===== src/sv/tasp_pkg.sv =====
// Shared types and constants for the two-axis stepper position tracker.
// Holds event codes, register indexes, field widths and reset values.
// No dependencies.
package tasp_pkg;

	// Field widths fixed by the interface
	localparam int DEG_W  = 9;
	localparam int FUNC_W = 3;
	localparam int CDIR_W = 2;
	localparam int CIDX_W = 1;

	// Defaults for the top-level parameters
	localparam int STEPS_PER_DEG_DEF = 142;
	localparam int POSITION_BITS_DEF = 16;

	// Homing target in steps, cut to the position width where it is used.
	localparam logic [31:0] HOME_TARGET = 32'hEFFF;

	// Reset values of the axis limit registers
	localparam logic [DEG_W-1:0] AZ_LIMIT_RST = 9'd360;
	localparam logic [DEG_W-1:0] EL_LIMIT_RST = 9'd180;

	// Configuration register indexes
	localparam logic [CIDX_W-1:0] REG_AZ_LIMIT = 1'b0;
	localparam logic [CIDX_W-1:0] REG_EL_LIMIT = 1'b1;

	// Count direction codes, two's complement
	localparam logic signed [CDIR_W-1:0] CDIR_NONE = 2'sb00;
	localparam logic signed [CDIR_W-1:0] CDIR_FWD  = 2'sb01;
	localparam logic signed [CDIR_W-1:0] CDIR_REV  = 2'sb11;

	// Event codes carried in the func field
	typedef enum logic [FUNC_W-1:0] {
		FN_STEP     = 3'd0,
		FN_ENDSTOP  = 3'd1,
		FN_MOVE     = 3'd2,
		FN_STOP     = 3'd3,
		FN_STOP_ALL = 3'd4,
		FN_HOME     = 3'd5,
		FN_REPORT   = 3'd6
	} func_t;

endpackage


===== src/sv/two_axis_stepper_position_tracker.sv =====
// Two-axis stepper position tracker: top level and only module.
// Depends on tasp_pkg for event codes, register indexes and constants.
//
// Usage:
//   Event words enter on the input channel (in_valid/in_stall with func, axis and
//   target_deg). Every accepted word gives exactly one result word on the output
//   channel (out_valid/out_stall): both positions in whole degrees, the drive
//   enables, direction pins, count directions and the move_ignored flag.
//   The axis limits are written on the cfg_valid/cfg_ready port; cfg_ready is
//   always high. Write them only while no word is in flight.
//   The accepting edge loads the input register; the result register loads from
//   it when it is free or being emptied, and out_valid rises with it. Throughput
//   is one word per cycle while the receiver does not stall; the axis state is
//   updated in the same cycle as the result register loads, so the next word
//   sees it immediately.
//   The position in degrees is kept as a running quotient and remainder of
//   (position + 1) by the steps per degree, so no divider is needed.
//   Reset clears both axes to position zero with drives off and restores the
//   limits to 360 and 180 degrees.
//   When the receiver stalls, the result word holds; one further word can still
//   be taken into the input register before in_stall rises.
module two_axis_stepper_position_tracker #(
	parameter int STEPS_PER_DEG = tasp_pkg::STEPS_PER_DEG_DEF,
	parameter int POSITION_BITS = tasp_pkg::POSITION_BITS_DEF
) (
	input  logic                                   clk,
	input  logic                                   arst_n,
	// Event channel
	input  logic                                   in_valid,
	output logic                                   in_stall,
	input  logic [tasp_pkg::FUNC_W-1:0]            func,
	input  logic                                   axis,
	input  logic [tasp_pkg::DEG_W-1:0]             target_deg,
	// Result channel
	output logic                                   out_valid,
	input  logic                                   out_stall,
	output logic [tasp_pkg::DEG_W-1:0]             azimuth_deg,
	output logic [tasp_pkg::DEG_W-1:0]             elevation_deg,
	output logic                                   azimuth_drive,
	output logic                                   azimuth_dir_pin,
	output logic                                   elevation_drive,
	output logic                                   elevation_dir_pin,
	output logic signed [tasp_pkg::CDIR_W-1:0]     azimuth_count_dir,
	output logic signed [tasp_pkg::CDIR_W-1:0]     elevation_count_dir,
	output logic                                   move_ignored,
	// Configuration write channel
	input  logic                                   cfg_valid,
	output logic                                   cfg_ready,
	input  logic [tasp_pkg::CIDX_W-1:0]            cfg_index,
	input  logic [tasp_pkg::DEG_W-1:0]             cfg_data
);

	localparam int POS_W = POSITION_BITS;
	localparam int QW    = POSITION_BITS + 1;
	localparam int RW    = (STEPS_PER_DEG > 1) ? $clog2(STEPS_PER_DEG) : 1;
	localparam int PW    = POSITION_BITS + tasp_pkg::DEG_W;
	localparam longint WRAP_X = longint'(1) << POSITION_BITS;

	// Quotient and remainder of (position + 1) for position zero and for the
	// largest position, used on reset, endstop and wrap.
	localparam logic [QW-1:0]    ONE_Q   = QW'(1 / STEPS_PER_DEG);
	localparam logic [RW-1:0]    ONE_R   = RW'(1 % STEPS_PER_DEG);
	localparam logic [QW-1:0]    WRAP_Q  = QW'(WRAP_X / STEPS_PER_DEG);
	localparam logic [RW-1:0]    WRAP_R  = RW'(WRAP_X % STEPS_PER_DEG);
	localparam logic [RW-1:0]    R_MAX   = RW'(STEPS_PER_DEG - 1);
	localparam logic [POS_W-1:0] POS_MAX = {POS_W{1'b1}};
	localparam logic [POS_W-1:0] HOME_P  = POS_W'(tasp_pkg::HOME_TARGET);
	localparam logic [PW-1:0]    SPD_M   = PW'(STEPS_PER_DEG);

	// Input register
	logic                        valid_s1;
	tasp_pkg::func_t             func_s1;
	logic                        axis_s1;
	logic [tasp_pkg::DEG_W-1:0]  deg_s1;

	// Limit registers
	logic [tasp_pkg::DEG_W-1:0]  az_lim_q;
	logic [tasp_pkg::DEG_W-1:0]  el_lim_q;

	// Per-axis state
	logic [POS_W-1:0]                    pos_q   [2];
	logic [POS_W-1:0]                    tgt_q   [2];
	logic signed [tasp_pkg::CDIR_W-1:0]  dir_q   [2];
	logic                                drv_q   [2];
	logic                                pin_q   [2];
	logic                                latch_q [2];
	logic [QW-1:0]                       degq_q  [2];
	logic [RW-1:0]                       degr_q  [2];

	// Next state
	logic [POS_W-1:0]                    pos_n   [2];
	logic [POS_W-1:0]                    tgt_n   [2];
	logic signed [tasp_pkg::CDIR_W-1:0]  dir_n   [2];
	logic                                drv_n   [2];
	logic                                pin_n   [2];
	logic                                latch_n [2];
	logic [QW-1:0]                       degq_n  [2];
	logic [RW-1:0]                       degr_n  [2];
	logic                                ign_n;

	logic                        out_valid_q;
	logic                        adv;
	logic                        fire;
	logic                        in_acc;
	logic [PW-1:0]               prod;
	logic [POS_W-1:0]            move_tgt;
	logic [tasp_pkg::DEG_W-1:0]  lim_sel;

	// Handshake: the input register moves on whenever the result register is
	// free or being emptied.
	assign adv       = !out_valid_q || !out_stall;
	assign fire      = valid_s1 && adv;
	assign in_stall  = valid_s1 && !adv;
	assign in_acc    = in_valid && !in_stall;
	assign out_valid = out_valid_q;
	assign cfg_ready = 1'b1;

	always_ff @(posedge clk or negedge arst_n) begin
		if (!arst_n) begin
			valid_s1    <= 1'b0;
			out_valid_q <= 1'b0;
		end else begin
			valid_s1 <= (valid_s1 && !adv) || in_acc;
			if (adv) begin
				out_valid_q <= valid_s1;
			end
		end
	end

	// Input word capture
	always_ff @(posedge clk) begin
		if (in_acc) begin
			func_s1 <= tasp_pkg::func_t'(func);
			axis_s1 <= axis;
			deg_s1  <= target_deg;
		end
	end

	// Configuration writes
	always_ff @(posedge clk or negedge arst_n) begin
		if (!arst_n) begin
			az_lim_q <= tasp_pkg::AZ_LIMIT_RST;
			el_lim_q <= tasp_pkg::EL_LIMIT_RST;
		end else if (cfg_valid && cfg_ready) begin
			unique case (cfg_index)
				tasp_pkg::REG_AZ_LIMIT: az_lim_q <= cfg_data;
				tasp_pkg::REG_EL_LIMIT: el_lim_q <= cfg_data;
				default: ;
			endcase
		end
	end

	// Target in steps for a move, shared by both axes.
	assign prod     = PW'(deg_s1) * SPD_M;
	assign move_tgt = prod[POS_W-1:0];
	assign lim_sel  = axis_s1 ? el_lim_q : az_lim_q;

	// Event decode and per-axis state update.
	always_comb begin
		logic hit;
		ign_n = 1'b0;
		for (int a = 0; a < 2; a++) begin
			hit        = (axis_s1 == 1'(a));
			pos_n[a]   = pos_q[a];
			tgt_n[a]   = tgt_q[a];
			dir_n[a]   = dir_q[a];
			drv_n[a]   = drv_q[a];
			pin_n[a]   = pin_q[a];
			latch_n[a] = latch_q[a];
			degq_n[a]  = degq_q[a];
			degr_n[a]  = degr_q[a];
			unique case (func_s1)
				tasp_pkg::FN_STEP: begin
					if (hit && drv_q[a]) begin
						if (dir_q[a] != tasp_pkg::CDIR_NONE && !dir_q[a][1]) begin
							if (pos_q[a] == POS_MAX) begin
								pos_n[a]  = '0;
								degq_n[a] = ONE_Q;
								degr_n[a] = ONE_R;
							end else begin
								pos_n[a] = pos_q[a] + POS_W'(1);
								if (degr_q[a] == R_MAX) begin
									degr_n[a] = '0;
									degq_n[a] = degq_q[a] + QW'(1);
								end else begin
									degr_n[a] = degr_q[a] + RW'(1);
								end
							end
						end else if (dir_q[a][1]) begin
							if (pos_q[a] == '0) begin
								pos_n[a]  = POS_MAX;
								degq_n[a] = WRAP_Q;
								degr_n[a] = WRAP_R;
							end else begin
								pos_n[a] = pos_q[a] - POS_W'(1);
								if (degr_q[a] == '0) begin
									degr_n[a] = R_MAX;
									degq_n[a] = degq_q[a] - QW'(1);
								end else begin
									degr_n[a] = degr_q[a] - RW'(1);
								end
							end
						end
						// Reaching the target stops the axis.
						if (pos_n[a] == tgt_q[a]) begin
							latch_n[a] = 1'b0;
							dir_n[a]   = tasp_pkg::CDIR_NONE;
							drv_n[a]   = 1'b0;
						end
					end
				end
				tasp_pkg::FN_ENDSTOP: begin
					if (hit) begin
						if (!latch_q[a]) begin
							pos_n[a]  = '0;
							degq_n[a] = ONE_Q;
							degr_n[a] = ONE_R;
							dir_n[a]  = tasp_pkg::CDIR_NONE;
							drv_n[a]  = 1'b0;
						end
						latch_n[a] = 1'b1;
					end
				end
				tasp_pkg::FN_MOVE: begin
					if (hit) begin
						if (deg_s1 > lim_sel) begin
							ign_n = 1'b1;
						end else begin
							tgt_n[a] = move_tgt;
							if (move_tgt < pos_q[a]) begin
								drv_n[a] = 1'b1;
								pin_n[a] = 1'b1;
								dir_n[a] = tasp_pkg::CDIR_REV;
							end else if (move_tgt > pos_q[a]) begin
								drv_n[a] = 1'b1;
								pin_n[a] = 1'b0;
								dir_n[a] = tasp_pkg::CDIR_FWD;
							end
						end
					end
				end
				tasp_pkg::FN_STOP: begin
					if (hit) begin
						dir_n[a] = tasp_pkg::CDIR_NONE;
						drv_n[a] = 1'b0;
					end
				end
				tasp_pkg::FN_STOP_ALL: begin
					dir_n[a]   = tasp_pkg::CDIR_NONE;
					drv_n[a]   = 1'b0;
					latch_n[a] = 1'b0;
				end
				tasp_pkg::FN_HOME: begin
					if (hit) begin
						tgt_n[a] = HOME_P;
						drv_n[a] = 1'b1;
						pin_n[a] = 1'(a);
					end
				end
				default: ;
			endcase
		end
	end

	// Axis state registers, updated as each word leaves the input register.
	always_ff @(posedge clk or negedge arst_n) begin
		if (!arst_n) begin
			for (int a = 0; a < 2; a++) begin
				pos_q[a]   <= '0;
				tgt_q[a]   <= '0;
				dir_q[a]   <= tasp_pkg::CDIR_NONE;
				drv_q[a]   <= 1'b0;
				pin_q[a]   <= 1'b0;
				latch_q[a] <= 1'b0;
				degq_q[a]  <= ONE_Q;
				degr_q[a]  <= ONE_R;
			end
		end else if (fire) begin
			for (int a = 0; a < 2; a++) begin
				pos_q[a]   <= pos_n[a];
				tgt_q[a]   <= tgt_n[a];
				dir_q[a]   <= dir_n[a];
				drv_q[a]   <= drv_n[a];
				pin_q[a]   <= pin_n[a];
				latch_q[a] <= latch_n[a];
				degq_q[a]  <= degq_n[a];
				degr_q[a]  <= degr_n[a];
			end
		end
	end

	// Result register
	always_ff @(posedge clk) begin
		if (fire) begin
			azimuth_deg         <= degq_n[0][tasp_pkg::DEG_W-1:0];
			elevation_deg       <= degq_n[1][tasp_pkg::DEG_W-1:0];
			azimuth_drive       <= drv_n[0];
			azimuth_dir_pin     <= pin_n[0];
			elevation_drive     <= drv_n[1];
			elevation_dir_pin   <= pin_n[1];
			azimuth_count_dir   <= dir_n[0];
			elevation_count_dir <= dir_n[1];
			move_ignored        <= ign_n;
		end
	end

`ifndef SYNTHESIS
	// Azimuth position zero must always carry the degree count of one step.
	a_zero_pos_deg: assert property (@(posedge clk) disable iff (!arst_n)
		pos_q[0] == '0 |-> degq_q[0] == ONE_Q && degr_q[0] == ONE_R)
		else $error("azimuth degree count out of step with position zero");

	// Every word taken from the input register produces a result word.
	a_fire_result: assert property (@(posedge clk) disable iff (!arst_n)
		fire |=> out_valid_q)
		else $error("processed word did not reach the result register");

	// A step pulse to the azimuth axis with its drive off must leave its position alone.
	a_step_drive_off: assert property (@(posedge clk) disable iff (!arst_n)
		fire && func_s1 == tasp_pkg::FN_STEP && !axis_s1 && !drv_q[0]
		|=> $stable(pos_q[0]))
		else $error("azimuth moved on a step pulse with the drive off");
`endif

endmodule

===== config.mk =====
export PLATFORM = sky130hd
export DESIGN_NAME = two_axis_stepper_position_tracker
export DESIGN_NICKNAME = d
export VERILOG_FILES = /design/src/sv/tasp_pkg.sv /design/src/sv/two_axis_stepper_position_tracker.sv
export SDC_FILE = /design/constraint.sdc
export NUM_CORES = 1
export LEC_CHECK = 0
export BUFFER_PORTS_ARGS = -buffer_cell sky130_fd_sc_hd__buf_2
export CAP_MARGIN = 20
export CORE_ASPECT_RATIO = 0.8
export CORE_UTILIZATION = 25
export DETAILED_ROUTE_END_ITERATION = 8
export PLACE_DENSITY_LB_ADDON = 0.15
export SLEW_MARGIN = 20
export SYNTH_ARGS = -nofsm -noshare
export SYNTH_HDL_FRONTEND = slang
export SYNTH_SLANG_ARGS = --single-unit
export TNS_END_PERCENT = 5

===== constraint.sdc =====
create_clock -name clk -period 8.3 [get_ports clk]
set_clock_uncertainty 0.2 [all_clocks]
set_input_delay 0.415 -clock clk [delete_from_list [all_inputs] [get_ports clk]]
set_output_delay 0.415 -clock clk [all_outputs]
set_load 0.01 [all_outputs]

Word-level counts from Yosys, hierarchy flattened
Index checks and enable logic that the tools add are counted.

cells by class
  magnitude comparators = 5
  bitwise gates (word level) = 2
  $add $sub $neg = 12
  equal/unequal tests = 30
  mux-type cells = 136
  $mul = 1
  reduce and logical (&&, ||, !) cells = 37

operators by type and width
  operator               count
  $mux 16                23
  $mux 17                18
  $mux 8                 18
  $pmux 16 s2            4
  $pmux 17 s2            2
  $mux 1                 42
  $mux 2                 18
  $add 17x1->17 const B  2
  $sub 17x1->17 const B  2
  $add 16x1->16 const B  2
  $eq 16x16->1           2
  $eq 16x16->1 const B   2
  $gt 16x16->1           2
  $logic_not 16->1       2
  $lt 16x16->1           2
  $pmux 8 s2             2
  $sub 16x1->16 const B  2
  $reduce_and 5->1       6
  $ne 2x2->1 const B     13
  $pmux 2 s5             2
  $add 8x1->8 const B    2
  $eq 8x8->1 const B     2
  $logic_not 8->1        2
  $ne 4x4->1 const B     4
  other kinds (21)       47

word-level totals
  bits in registers = 184
  input port bits = 28

Longest topological paths before layout
  depth after elaboration = 10
  mapped depth = 24
  depth with buffers taken out = 24

Worst setup path after synthesis
OpenSTA, ideal clock, no wires.

  path kind = register to register
  start = reg deg_s1[5] (netlist name)
  end = reg elevation_count_dir[1] (netlist name) (data pin)
  setup time = 0.152 ns
  stages on the path, launching flop included = 25
  data arrival time = 5.217 ns
  path slack = 2.731 ns
  buffers on the path = 0
  path through = edfxtp_1 ha_1 ha_1 inv_1 fa_1 fa_1 inv_1 ha_1 or3_1 o21ai_0 a21oi_1 a211oi_1 o21bai_1 a21oi_1 xnor2_1 inv_1 ha_1 and2_1 nand4_1 a31oi_1 a2111o_1 o31a_1 o221ai_1 o21ai_0 o21ai_0

RTL lines
  item                      RTL line                                  source
  start: declaration        two_axis_stepper_position_tracker.sv:74   logic [tasp_pkg::DEG_W-1:0] deg_s1;
  start signal: assignment  two_axis_stepper_position_tracker.sv:135  deg_s1 <= target_deg;
  end signal: assignment    two_axis_stepper_position_tracker.sv:302  elevation_count_dir <= dir_n[1];
  end: declaration          two_axis_stepper_position_tracker.sv:44   output logic signed [tasp_pkg::CDIR_W-1:0] elevation_count_dir,

==> flow_summary_export.csv <==
group,metric,value,unit
clock_tree,clockRootBuffer,"clkbuf_16",
pwr,p_leak,5.89,nW
global_route,grt_first_pass_wirelength,70.3,mm
timing,worst_slew_pin_slew,1060,ps
timing,max_freq,162,MHz
clock_tree,cts_tree,"done",
clock_tree,cts_buffers,17,
clock_tree,cts_resized,0,
timing,rsz0062_at_grt,"no",
timing,fin_ws,2120,ps
yosys,synth_cell_type_count,97,
routing,route.vias.total,12100,
global_route,antenna_found_initial,0,
yosys,ys_seq_area_share,33.5,%
setup_path,cp-end-kind,"register",
setup_path,cp.required,8420,ps
yosys,synth_edf_count,40,
clock_tree,clk_pin_slew,70,ps
die,row_count,74,
placed_design,port_buffers,56,
flow_run,cap_violations,0,
cells_and_area,utilization,28.9,%
yosys,syn_nets,1695,
routing,drt_pass1_iterations,5,
setup_path,cp_max_fo,5,
timing,relSlewSlack,29.2,%
routing,finalWirelength,44.6,mm
yosys,synth_top_area_share,22.4,%
yosys,mappedNetlistArea,13200,sq um
yosys,yosys-top-cells-area,"dfrtp_1, edfxtp_1, ha_1",
yosys,synth_top_cells_by_count,"nor2_1, nand2_1, a21oi_1",
clock_tree,postCtsSetupRepairBufs,0,
timing,post-route-min-period,6180,ps
pwr,powerDensity,289,nW/um^2
die,die_w,259,um
yosys,syn_avg_cell_area,8.41,sq um
timing,slew_violations,0,
yosys,synth_most_common_cell,"nor2_1",
yosys,synth.largest_area_cell,"dfrtp_1",
timing,hold_violations,0,
yosys,async_flop_share,76.2,%
routing,drtIter0Drc,1080,
placed_design,dp_slack,2140,ps
global_route,grt_max_degree,89,
yosys,synth-main-ff-cell,"dfrtp_1",
die,initial_core_util,25.6,%
yosys,yosysWarnings,0,
cells_and_area,fin_area,14900,sq um
clock_tree,htree_levels,4,
die,pin_count,58,
placed_design,dpl-instance-area,14100,sq um
yosys,postSynthCellCount,1568,
cells_and_area,drive_gt1_share,10.9,%
die,die_area,53700,sq um
setup_path,worst_ep_arrival_time,6300,ps
die,die_y,207,um
status,status,"completed",
die,core,51600,sq um
routing,antenna_left,0,
cells_and_area,area_growth,12.8,%
timing,setup_viol,0,
timing,fin_crit_sh,74.5,%
timing,fin_tns_setup,0,ps
global_route,grt_pass1_vias,11500,
cells_and_area,diodes,0,
global_route,track_usage,16.9,%
routing,vias_per_cell,5.29,
setup_path,critPathLaunchType,"register",
routing,post_drt_wl_per_cell,19.6,um
placed_design,place.gp.congestion,0.881,
setup_path,crit_type,"reg2reg",
routing,drc,0,
clock_tree,cts.sinks,168,
clock_tree,clkLatencyLatePin,470,ps
placed_design,place_hpwl,33.2,mm
yosys,ys_ff_latch,168,
clock_tree,cts_buffer_depth,2,
pwr,ir_drop,0.133,mV
cells_and_area,layout.nets,1710,
cells_and_area,n_fill_cell,5523,
min_path,hold_class,"in2reg",
global_route,grt_overflow,0,
[state kept, by name (all words and copies together), names as in the netlist, 16 cells and up]
| name | flops |
|---|---|
| pos_q | 32 |
| tgt_q | 32 |
| degq_q | 18 |
| degr_q | 16 |
[logic make-up after synthesis]
group | share of synthesized area, %
flip-flops | 33.5
adder cells (fa/ha/maj) | 9.96
XOR/XNOR | 4.98
AO/OA/AOI/OAI | 21.0
buffers and inverters | 5.83
AND/OR/NAND/NOR | 21.8
other | 0.0284
multiplexers | 2.97
[timing repair]
| item | CTS | global route |
|---|---|---|
| setup endpoints to repair | 0 | 0 |
| hold buffers | 23 | 0 |
| hold endpoints to repair | 106 | 0 |
[layout by cell type (no fill, tap or decap), types with 6 or more instances in the layout]
master and count:
a32o_1 7, dlygate4sd3_1 23, nand2_1 129, o211ai_1 14, a22o_1 10, o22ai_1 21, xnor2_1 51, o31ai_1 10
dfrtp_1 118, or3_1 17, a31oi_1 31, mux2i_1 11, inv_1 91, a211oi_1 6, nand4_1 38, nor3_1 52
mux2_2 25, buf_4 17, o21ai_0 120, fa_1 10, clkbuf_16 17, nor2b_1 11, buf_2 55, dfstp_2 10
ha_1 89, or4_1 11, nor4_1 18, a21o_1 16, a21oi_1 123, o21a_1 7, edfxtp_1 40, and3_1 12
and4_1 8, xor2_1 24, nand2b_1 14, nor2_1 142, and2_1 9, nand3_1 48
[critical path: stages, from the launching register on]
cell and delay [ps]:
edfxtp_1 470, ha_1 330, ha_1 280, inv_1 50, fa_1 490, fa_1 510
inv_1 40, ha_1 350, or3_1 370, o21ai_0 80, a21oi_1 80, a211oi_1 340
o21bai_1 100, a21oi_1 180, xnor2_1 240, inv_1 130, ha_1 310, and2_1 180
nand4_1 110, a31oi_1 60, a2111o_1 320, o31a_1 310, o221ai_1 270, o21ai_0 130
o21ai_0 100
[power by group]
part / leakage (nW) / switching [mW] / internal [mW]
sequential: 1.92 / 0.351 / 1.07
combinational: 3.69 / 1.22 / 0.820
clock: 0.283 / 0.385 / 0.455
[final cells by class]
cell class	count	area [sq um]	area share, %
inverter	94	353	2.37
tap	684	856	5.75
clock buffer	19	443	2.98
clock inverter	13	145	0.975
sequential	168	4420	29.7
multi-input combinational	1206	8020	53.9
timing repair buffer	96	644	4.33
[metal layers]
metal	up-vias	share of wire, %	global-route usage [%]
met5	-	0	0
met4	0	0.97	3.51
met1	5928	51	25.7
met3	26	6.0	3.69
met2	323	42	24.0
li1	5783	-	-
[stage by stage]
step,hold WS [ps],power [mW],cells
3_5_place_dp,276,3.45,2225
2_1_floorplan,-80.6,2.84,1568
6_report,29.9,4.31,2280
4_1_cts,9.57,4.33,2280
5_1_grt,8.55,4.69,2280
3_3_place_gp,276,3.45,2225
[worst paths after layout]
kind / from / end / slack (ps) / cells after the start
max in group asynchronous: arst_n / degq_q[6] / 6250 / 3
min reg2reg: valid_s1 / out_valid / 310 / 1
min in group asynchronous: arst_n / out_valid / 450 / 2
min: cfg_data[0] / az_lim_q[0] / 30 / 2
max: deg_s1[5] / elevation_count_dir[1] / 2120 / 24
max reg2reg: deg_s1[5] / elevation_count_dir[1] / 2120 / 24
(Power assumes the default switching activity.)
